### src/rtl/pclc_pkg.sv
// pclc_pkg: shared types and constants for the pixel cluster label cache.
// No dependencies; imported by pclc_cell, pixel_cluster_label_cache, pclc_checker and tb_top.

package pclc_pkg;

    // Fixed port field widths
    localparam int COL_W   = 8;
    localparam int ROW_W   = 10;
    localparam int LABEL_W = 10;

    // Input command codes
    localparam logic CMD_PIXEL = 1'b0;
    localparam logic CMD_CLEAR = 1'b1;

    // Result kind codes
    localparam logic KIND_PIXEL = 1'b0;
    localparam logic KIND_MERGE = 1'b1;

    typedef enum logic [2:0] {
        ST_IDLE,
        ST_ROWCHG,
        ST_FETCH,
        ST_STEP1,
        ST_STEP2,
        ST_STEP3,
        ST_FINAL
    } state_t;

    // Broadcast control to every column cell
    typedef struct packed {
        logic clr_top;   // empty the top row entry
        logic clr_cur;   // empty the current row entry
        logic copy;      // current row entry moves to top row
        logic relabel;   // replace absorbed label by survivor
        logic write;     // store pixel label at the addressed column
    } cell_ctl_t;

endpackage

### src/rtl/pclc_cell.sv
// pclc_cell: one column of the two-row label cache (top and current entry).
// Depends on pclc_pkg. Neighbor entries arrive from the adjacent cells.

module pclc_cell #(
    parameter int IDX = 0,
    parameter int LB  = 10,
    parameter int CW  = 9
) (
    input  logic                clk,
    input  logic                rst_n,
    input  pclc_pkg::cell_ctl_t ctl,
    input  logic [CW-1:0]       col,
    input  logic [CW:0]         pos,
    input  logic [LB-1:0]       lab_a,
    input  logic [LB-1:0]       lab_b,
    input  logic [LB-1:0]       wr_label,
    input  logic [LB-1:0]       left_cur_in,
    input  logic [LB-1:0]       left_top_in,
    input  logic [LB-1:0]       right_top_in,
    output logic [LB-1:0]       cur_out,
    output logic [LB-1:0]       top_out,
    output logic [LB-1:0]       rd_top_c,
    output logic [LB-1:0]       rd_left,
    output logic [LB-1:0]       rd_topleft,
    output logic [LB-1:0]       rd_topright
);
    import pclc_pkg::*;

    localparam logic [CW-1:0] IDX_C = CW'(IDX);

    logic [LB-1:0] top_reg, top_next;
    logic [LB-1:0] cur_reg, cur_next;
    logic          here;
    logic          below_pos;

    assign here      = (col == IDX_C);
    assign below_pos = ($signed({1'b0, IDX_C}) < $signed(pos));

    always_comb
    begin
        top_next = top_reg;
        if (ctl.clr_top)
        begin
            top_next = '0;
        end
        else if (ctl.copy)
        begin
            top_next = cur_reg;
        end
        else if (ctl.relabel && !below_pos && top_reg == lab_b)
        begin
            top_next = lab_a;
        end
    end

    always_comb
    begin
        cur_next = cur_reg;
        if (ctl.clr_cur)
        begin
            cur_next = '0;
        end
        else if (ctl.relabel && below_pos && cur_reg == lab_b)
        begin
            cur_next = lab_a;
        end
        else if (ctl.write && here)
        begin
            cur_next = wr_label;
        end
    end

    always_ff @(posedge clk or negedge rst_n)
    begin
        if (!rst_n)
        begin
            top_reg <= '0;
            cur_reg <= '0;
        end
        else
        begin
            top_reg <= top_next;
            cur_reg <= cur_next;
        end
    end

    assign cur_out = cur_reg;
    assign top_out = top_reg;

    // Only the addressed column drives its window; the rest return zero
    assign rd_top_c    = here ? top_reg      : '0;
    assign rd_left     = here ? left_cur_in  : '0;
    assign rd_topleft  = here ? left_top_in  : '0;
    assign rd_topright = here ? right_top_in : '0;

endmodule

### config.mk
export PLATFORM = sky130hd
export DESIGN_NAME = pclc_cell
export DESIGN_NICKNAME = d
export VERILOG_FILES = /design/src/rtl/pclc_pkg.sv /design/src/rtl/pclc_cell.sv
export SDC_FILE = /design/constraint.sdc
export NUM_CORES = 1
export LEC_CHECK = 0
export ABC_AREA = 1
export BUFFER_PORTS_ARGS = -buffer_cell sky130_fd_sc_hd__buf_2
export CORE_ASPECT_RATIO = 0.9
export CORE_UTILIZATION = 36
export DETAILED_ROUTE_END_ITERATION = 10
export PLACE_DENSITY = 0.81
export SLEW_MARGIN = 40
export SYNTH_ARGS = -nofsm -noshare
export SYNTH_HDL_FRONTEND = slang
export SYNTH_SLANG_ARGS = --single-unit
export TNS_END_PERCENT = 30
### constraint.sdc
create_clock -name clk -period 1.7 [get_ports clk]
set_input_delay 0.51 -clock clk [delete_from_list [all_inputs] [get_ports clk]]
set_output_delay 0.51 -clock clk [all_outputs]
set_load 0.02 [all_outputs]
---- Word-level counts from Yosys, hierarchy flattened ----
Cells that the tools add are included.
storage, ports and cells
  flip-flop bits (word level) ............. 20
  bits in latches ......................... 0
  memory bits (writable) .................. 0
  ROM bits ................................ 0
  input bits .............................. 86
  output and inout port bits .............. 60
  logic and storage cells ................. 24
  memories kept ........................... 0
cells by class
  $add $sub $neg .......................... 0
  $mul .................................... 0
  div/mod/pow operators ................... 0
  magnitude comparators ................... 1
  eq/ne operators ......................... 2
  shifts and indexed selects .............. 0
  mux-type cells .......................... 10
  bitwise operators ....................... 0
  reductions and logical operators ........ 9
operator list
  cell                                                 number
  2-to-1 mux 10 bit                                    10
  equality test 10 bit                                 2
  < comparator 1 x 10 -> 1 bit (first input constant)  1
  zero test 9 bit                                      1
  nonzero test 3 bit                                   2
  logical AND 1 bit                                    5
  zero test 1 bit                                      1

---- Logic depth before layout (Yosys ltp) ----
Gate-level depths: netlist of run 1.
  word-level depth ........................ 7
  gate-level depth with buffers ........... 12

---- Worst setup path after synthesis of run 1 ----
Ideal clock, no wire load.
  path kind ............................... input to output
  start point ............................. input port col[1]
  end point ............................... output port rd_left[0]
  data arrival time ....................... 1.425 ns
  required time ........................... 1.190 ns
  slack ................................... -0.235 ns
  cell stages on the path ................. 5
  cells stage by stage .................... or2_1 nor2_1 nand2_1 clkbuf_1 nor2_1
on the way
  word-level cells in the longest chain between the ends .. 2
RTL lines
  element             RTL line         source
  start: declaration  pclc_cell.sv:12  input logic [CW-1:0] col,
  zero test 9 bit     pclc_cell.sv:36  assign here = (col == IDX_C);
  2-to-1 mux 10 bit   pclc_cell.sv:92  assign rd_left = here ? left_cur_in : '0;
  end: declaration    pclc_cell.sv:23  output logic [LB-1:0] rd_left,
No other way between the ends.

---- Worst setup path in the final report of run 1 ----
  start point ............................. input port col[1]
  end point ............................... output port rd_topright[6]
on the way
  word-level cells in the longest chain between the ends .. 2
RTL lines
  element            RTL line         source
  zero test 9 bit    pclc_cell.sv:36
  2-to-1 mux 10 bit  pclc_cell.sv:94  assign rd_topright = here ? right_top_in : '0;
  end: declaration   pclc_cell.sv:25  output logic [LB-1:0] rd_topright
No other way between the ends.

==> results of run 1 <==
sequential cells by signal (all words and copies together), names as in the netlist:
| register | cells |
|---|---|
| top_out | 10 |
| cur_out | 10 |
layout by cell type, fill, tap and decap left out:
master and count:
o21bai_2 1, or2_1 1, buf_12 1, nor2_2 3, nand2_2 1, o21ai_0 3
nor2_1 23, bufinv_16 1, inv_2 3, a211oi_1 9, nand3_1 12, a21oi_4 1
buf_6 32, xnor2_1 4, nor3_1 2, clkbuf_8 3, nand2_1 108, buf_4 17
nand2_4 1, xor2_1 1, a21oi_1 2, nand3_4 1, dfrtp_1 20, nor2_4 40
nand3b_1 2, buf_2 112, nand4_1 13, clkbuf_16 1, inv_1 61, buf_16 1
layer usage:
layer,track usage (%),vias to the layer above,share of wire [%]
li1,-,1282,-
met2,45.5,121,49
met1,31.4,1140,43
met3,3.71,11,6.9
met5,0,-,0
met4,3.85,0,1.2
cell families (layout without fill, tap and decap cells):
group           after synthesis  after routing  synth area share [%]
compound gates               16             16                  6.66
buf+inv                      77            232                  16.3
xor+xnor                      5              5                  2.43
simple gates                207            207                  46.9
flops                        20             20                  27.7
worst max-delay path, stage by stage:
cell and delay, ns:
buf_6 0.09, or2_1 0.23, nor2_2 0.13, nand2_4 0.12, buf_12 0.19, nor2_4 0.11, buf_6 0.12
through the flow:
stage / area (µm²) / total power (W)
finish: 3350 / 0.00155
global route: 3350 / 0.00163
CTS: 3180 / 0.00154
detailed placement: 3020 / 0.00105
global placement: 3020 / 0.00104
floorplan: 2160 / 0.000829
report_power, final:
| part | total (W) | switching [W] | leakage (nW) | internal (W) |
|---|---|---|---|---|
| Combinational | 0.000499 | 0.000300 | 1.60 | 0.000200 |
| Clock | 0.000492 | 0.000177 | 0.0357 | 0.000315 |
| Sequential | 0.000557 | 0.0000429 | 0.261 | 0.000514 |
final cells by class:
| class | count | area share, % |
|---|---|---|
| Inverter | 64 | 7.18 |
| Sequential cell | 20 | 15.0 |
| Clock buffer | 3 | 1.23 |
| Tap cell | 65 | 2.43 |
| Multi-Input combinational cell | 228 | 39.8 |
| Clock inverter | 1 | 0.897 |
| Timing Repair Buffer | 164 | 33.5 |
worst max-delay path by stage:
stage	from	end
after floorplan	col[1]	rd_left[7]
after global placement	col[1]	rd_top_c[8]
after detailed placement	col[1]	rd_topleft[9]
after CTS	col[1]	rd_topleft[9]
after global routing	col[1]	rd_topright[6]
final	col[1]	rd_topright[6]
repair_timing:
action,CTS,global route
pin swaps,0,8
endpoints found under the setup margin,47,52
cloned,0,2
resized for setup,28,40
==> out/qor.csv, run 1 <==
metric,value,unit
min_period,2.03,ns
gp_congestion,0.813,
slew_headroom,68.4,%
wl,6740,µm
start_kind,primary input,
rows,24,
utilization,69.2,%
crit_type,in2out,
cap_violations,0,
grt_pass1_wl,10800,µm
async_flop_share,100,%
num_antenna_cells,0,
syn_to_final_growth,85.5,%
p_leak,1.90,nW
synthesis.instances,325,
clock_latency,0.26,ns
r2r_cells,8,
die_w,76.6,µm
syn-num-nets,411,
powerDensity,462,nW/µm²
r2r_end,cur_out[9],
synth_seq_cells,20,
vias,2554,
drv_slew,0,
num-fill-cells,407,
tns,-11.70,ns
layout.cells.non_filler,545,
coreArea,4830,µm²
place_worst_setup_slack,-0.382,ns
r2r_slack,0.13,ns
first_global_vias,2379,
yosys_warnings,0,
grt_max_degree,22,
clk_path_buf_depth,2,
synth_ff_type,dfrtp_1,
fin_nets,567,
worstPathRequired,1.19,ns
netlist_top_cells_count,"nand2_1 (110), nor2_1 (65), inv_1 (61), dfrtp_1 (20), nand4_1 (13)",
register_area,500,µm²
status,finished with violations,
syn_area,1800,µm²
synth.largest_area_cell,dfrtp_1,
postCtsSetupRepairBufs,0,
peakVddDrop,0.000374,V
first_pass_iters,4,
hold_buffers,0,
grt-ovfl-total,0,
hold_viol_final,0,
root_buffer,clkbuf_8,
multi_input_area,1330,µm²
ant_nets,0,
portBuffers,145,
die_h,69.2,µm
setup_slack,-0.326,ns
path_clk_slew,0.08,ns
whs,0.191,ns
yosysSeqAreaShare,27.7,%
setup_viol,40,
antenna_found_initial,0,
violations,negative setup slack,
tritoncts,done,
dieArea,5300,µm²
drc,0,
cts_max_level,1,
ios,146,
cp_max_fo,14,
regToRegStartpoint,cur_out[9],
min_path_type,in2async,
arrival,1.52,ns
synth_top_cell_area_share,27.7,%
grt_usage,24.9,%
drt_iter0_drc,65,
yosysMostFrequentCell,nand2_1,
max_freq,494,MHz
layout-drive-gt1-share,45.6,%
fin_crit_sh,119,%
endpoint_kind,output pin,
rsz0062_at_grt,yes,
start_util,37.3,%
syn_avg_cell_area,5.55,µm²
worst_clock_skew,0.00108,ns
numCtsBuffers,3,
synth_area_leaders,"dfrtp_1 (28%), nand2_1 (23%), nor2_1 (14%)",
wl_per_cell,12.4,µm
synth_edf_count,0,
dpl.hpwl,5180,µm
worst_pin_slew,0.473,ns
clkSinkCount,20,
dp_cells,539,
synth_cell_type_count,22,
vias_per_cell,4.69,
(Power assumes the default switching activity.)
==> run 2, diff against run 1 <==
Settings changed: CORE_UTILIZATION 36 to 30, PLACE_DENSITY 0.81 to 0.67.
Clock period 1.7 ns to 2.2 ns, I/O delays scaled along.
==> out/qor.csv, run 2 (synthesis gave the netlist of run 1 again) <==
metric,value,unit,change
ios,146,,unchanged
wl_met3,497,µm,+7.6%
fin_nets,558,,-1.6%
numCtsBuffers,3,,unchanged
design_area,3020,µm²,-9.8%
drt_iter0_drc,87,,+34%
vias_per_cell,4.62,,-1.4%
vias,2500,,-2.1%
ant_nets,0,,unchanged
die_h,75.6,µm,+9.3%
wl_per_cell,12.4,µm,+0.13%
start_util,31.5,%,-5.8 points
powerDensity,384,nW/µm²,-17%
min_path_type,in2async,,
setup_viol,40,,unchanged
endpoint_kind,output pin,,
num_antenna_cells,0,,unchanged
first_pass_iters,4,,unchanged
path_clk_slew,0.08,ns,about the same
cp_max_fo,10,,-4
cts_max_level,1,,unchanged
die_w,83.7,µm,+9.3%
p_leak,1.84,nW,-3.1%
top_layer_used,met4,,
violations,negative setup slack,,
most-common-layout-cells,"nand2_1 (109), buf_2 (104), inv_1 (61)",,
worstPathRequired,1.54,ns,+0.35 ns
wl,6700,µm,-0.61%
peakVddDrop,0.000385,V,+3.0%
place_worst_setup_slack,-0.0760,ns,+0.306 ns
syn_to_final_growth,67.3,%,
slew_headroom,50.5,%,-18 points
postCtsSetupRepairBufs,0,,unchanged
drv_slew,0,,unchanged
rsz0062_at_grt,yes,,
worst_clock_skew,0.00790,ns,+0.00683 ns
cap_violations,0,,unchanged
start_kind,primary input,,
utilization,52.7,%,-17 points
grt_pass1_wl,9470,µm,-12%
arrival,1.67,ns,+0.15 ns
hold_buffers,0,,unchanged
worst_pin_slew,0.739,ns,+0.266 ns
layout-drive-gt1-share,40.1,%,-5.5 points
antenna_found_initial,0,,unchanged
tritoncts,done,,
max_freq,430,MHz,
dpl.hpwl,4980,µm,-3.9%
drc,0,,unchanged
first_global_vias,2145,,-9.8%
grt_usage,18.5,%,-6.4 points
clkSinkCount,20,,unchanged
hold_viol_final,0,,unchanged
setup_slack,-0.127,ns,+0.199 ns
min_period,2.33,ns,
coreArea,5730,µm²,+18%
clock_latency,0.26,ns,about the same
grt-ovfl-total,0,,unchanged
wl_met1,2800,µm,-2.5%
clk_path_buf_depth,2,,unchanged
grt_max_degree,42,,+91%
gp_congestion,0.818,,+0.66%
crit_type,in2out,,
placed_area,2630,µm²,-13%
root_buffer,clkbuf_8,,
status,finished with violations,,
dieArea,6330,µm²,+19%
mostFrequentLayoutCell,nand2_1,,
portBuffers,145,,unchanged
fin_crit_sh,106,%,
rows,26,,+8.3%
met2_length,3380,µm,+1.3%
[run 2: changes by cell type in the layout (fill, tap and decap cells not counted)]
cell	before	now
nor2_4	40	7
nand2_2	1	0
nand3_2	0	1
buf_16	1	0
buf_6	32	16
nand3_4	1	0
clkbuf_16	1	2
buf_2	112	104
nand2_1	108	109
nor2_1	23	43
nor2_2	3	16
buf_4	17	32
[run 2: routing by layer]
metal,GRT usage [%],vias up
met5,0,-
met4,2.82,0
met3,3.58,4
met2,35.8,109
met1,22.2,1120
li1,-,1267
[run 2: cell type report]
class	count	area, µm²
Inverter	64	240
Clock inverter	1	30.0
Sequential cell	20	500
Fill cell	603	2710
Tap cell	70	87.6
Multi-Input combinational cell	228	1110
Clock buffer	3	41.3
Timing Repair Buffer	155	1010
[run 2: per-stage QoR]
step                      total power, W  TNS (ns)  hold slack (ns)  std cells
after floorplan                 0.000615     -1.40            0.364        325
after global placement          0.000775     -1.92            0.520        534
after detailed placement        0.000780     -2.55            0.533        534
after CTS                        0.00116     -2.31            0.358        538
after global routing             0.00123     -5.82            0.369        541
final                            0.00116     -3.77            0.343        541
[run 2: power breakdown]
part	total, W	leakage [nW]	internal, W	switching, W
clock network	0.000374	0.0357	0.000243	0.000131
registers	0.000433	0.261	0.000397	0.0000362
logic	0.000351	1.54	0.000143	0.000208
[run 2: final timing paths]
path | slack (ns) | to | cells after the start | from
max | -0.13 | rd_topleft[6] | 6 | col[7]
min | 0.34 | top_out[6] | 1 | rst_n
max reg2reg | 0.53 | cur_out[5] | 10 | cur_out[7]
min reg2reg | 0.55 | cur_out[1] | 2 | cur_out[1]
max in group asynchronous | 1.52 | cur_out[5] | 1 | rst_n
min in group clk | 0.55 | cur_out[1] | 2 | cur_out[1]
[run 2: critical path, stage by stage]
cell and delay, ns:
buf_2 0.09, nor3_1 0.32, nand2_4 0.14, clkbuf_16 0.19, nor2_1 0.10, buf_4 0.15
[run 2: repair_timing]
action	4_1_cts	5_1_grt
endpoints found under the hold margin	0	0
endpoints found under the setup margin	40	40
pin swaps	0	1
resized for setup	40	46
gates cloned	0	3
==> run 3, diff against run 2 <==
Settings changed: CORE_UTILIZATION 30 to 40, PLACE_DENSITY 0.67 to 0.85.
==> out/qor.csv, run 3 (synthesis gave the netlist of run 1 again) <==
metric,value,unit,change
rsz0062_at_grt,yes,,
regToRegStartpoint,cur_out[9],,
dieArea,4780,µm²,-24%
internal_power,0.000660,W,-16%
fin_crit_sh,103,%,-2.4 points
layout-drive-gt1-share,36.6,%,-3.5 points
setup_viol,40,,unchanged
p_leak,1.77,nW,-3.7%
status,finished with violations,,
grt_usage,24.9,%,+6.4 points
arrival,1.61,ns,-0.06 ns
max_freq,440,MHz,+2.3%
dpl.hpwl,4840,µm,-2.8%
portBuffers,145,,unchanged
wl_per_cell,11.5,µm,-7.2%
numCtsBuffers,3,,unchanged
worst_pin_slew,0.473,ns,-0.267 ns
mostFrequentLayoutCell,nand2_1,,
antenna_found_initial,0,,unchanged
start_kind,primary input,,
drv_slew,0,,unchanged
worstPathRequired,1.54,ns,about the same
die_h,65.7,µm,-13%
clkPwrFrac,24.2,%,-8.1 points
grt-ovfl-total,0,,unchanged
num_antenna_cells,0,,unchanged
cts_max_level,1,,unchanged
drt_iter0_drc,102,,+17%
endpoint_kind,output pin,,
syn_to_final_growth,54.7,%,
r2r_slack,0.47,ns,-0.06 ns
setup_slack,-0.0739,ns,+0.0528 ns
coreArea,4210,µm²,-26%
tritoncts,done,,
vias_per_cell,4.67,,+1.1%
min_period,2.27,ns,-0.0528 ns
clk_path_buf_depth,2,,unchanged
fin_nets,555,,-0.54%
first_pass_iters,4,,unchanged
combPwrFrac,33.3,%,+3.0 points
vias,2463,,-1.5%
r2r_end,cur_out[1],,
cap_violations,0,,unchanged
place_worst_setup_slack,-0.124,ns,-0.0475 ns
design_area,2790,µm²,-7.5%
root_buffer,clkbuf_8,,
drc,0,,unchanged
start_util,42.8,%,+11 points
violations,negative setup slack,,
most-common-layout-cells,"nand2_1 (109), buf_2 (105), inv_1 (61)",,
cp_max_fo,15,,+5
die_w,72.8,µm,-13%
clkSinkCount,20,,unchanged
ant_nets,0,,unchanged
slew_headroom,68.5,%,+18 points
first_global_vias,2190,,+2.1%
hold_viol_final,0,,unchanged
p_switching,0.000359,W,-4.3%
peakVddDrop,0.000385,V,+0.23%
r2r_cells,8,,-2
ios,146,,unchanged
placed_area,2620,µm²,-0.48%
p_seq_share,42.5,%,+5.1 points
grt_pass1_wl,9380,µm,-0.94%
wl,6060,µm,-9.6%
path_clk_slew,0.07,ns,about the same
rows,22,,-15%
grt_max_degree,27,,-36%
clock_latency,0.26,ns,about the same
powerDensity,365,nW/µm²,-4.9%
sw_frac_of_total,35.2,%,+2.8 points
worst_clock_skew,0.00190,ns,-0.00600 ns
min_path_type,in2async,,
gp_congestion,0.865,,+5.7%
crit_type,in2out,,
run 3: power groups by stage:
| stage | Combinational (W) | Clock [W] | Sequential (W) |
|---|---|---|---|
| global route | 0.000378 | 0.000266 | 0.000438 |
| finish | 0.000340 | 0.000247 | 0.000433 |
| global placement | 0.000329 | 0 | 0.000439 |
| detailed placement | 0.000336 | 0 | 0.000440 |
| floorplan | 0.000145 | 0 | 0.000470 |
| CTS | 0.000339 | 0.000251 | 0.000433 |
run 3: area by class of cell:
cell class                 instances  area (µm²)
fill                             395        1420
multi-input combinational        228        1030
timing repair buffer             152         902
sequential                        20         500
inverter                          64         240
tap                               60        75.1
clock buffer                       3        41.3
run 3: timing repair:
action | CTS | global route
gates resized for setup | 46 | 6
pin swaps | 0 | 0
endpoints found under the setup margin | 40 | 40
setup buffers | 0 | 0
hold buffers | 0 | 0
run 3: stage by stage:
stage	cells	util (%)	total power (W)	TNS, ns	hold WS [ns]
after CTS	527	65.9	0.00102	-1.84	0.355
after global placement	524	62.1	0.000768	-2.24	0.518
after detailed placement	524	62.1	0.000776	-2.61	0.515
after global routing	527	66.3	0.00108	-4.26	0.386
final	527	66.3	0.00102	-2.13	0.344
after floorplan	325	-	0.000615	-1.40	0.364
run 3: per-layer routing:
| layer | up-vias | wire length, µm | GRT usage [%] |
|---|---|---|---|
| met1 | 1107 | 2430 | 28.0 |
| li1 | 1253 | - | - |
| met5 | - | 0 | 0 |
| met3 | 6 | 482 | 4.45 |
| met2 | 97 | 3090 | 47.7 |
| met4 | 0 | 61 | 7.11 |
run 3: worst max path at each step:
| stage | from | end | slack [ns] |
|---|---|---|---|
| finish | col[1] | rd_topright[1] | -0.07 |
| global route | col[1] | rd_left[7] | -0.13 |
| CTS | col[1] | rd_topright[1] | -0.07 |
| detailed placement | col[1] | rd_topright[1] | -0.12 |
| global placement | col[1] | rd_topleft[7] | -0.08 |
| floorplan | col[1] | rd_left[0] | -0.03 |
run 3: critical path: stages:
cell	delay (ns)
buf_2	0.09
or2_1	0.23
nor2_2	0.12
nand2_2	0.09
buf_6	0.17
nor2_1	0.11
buf_4	0.16
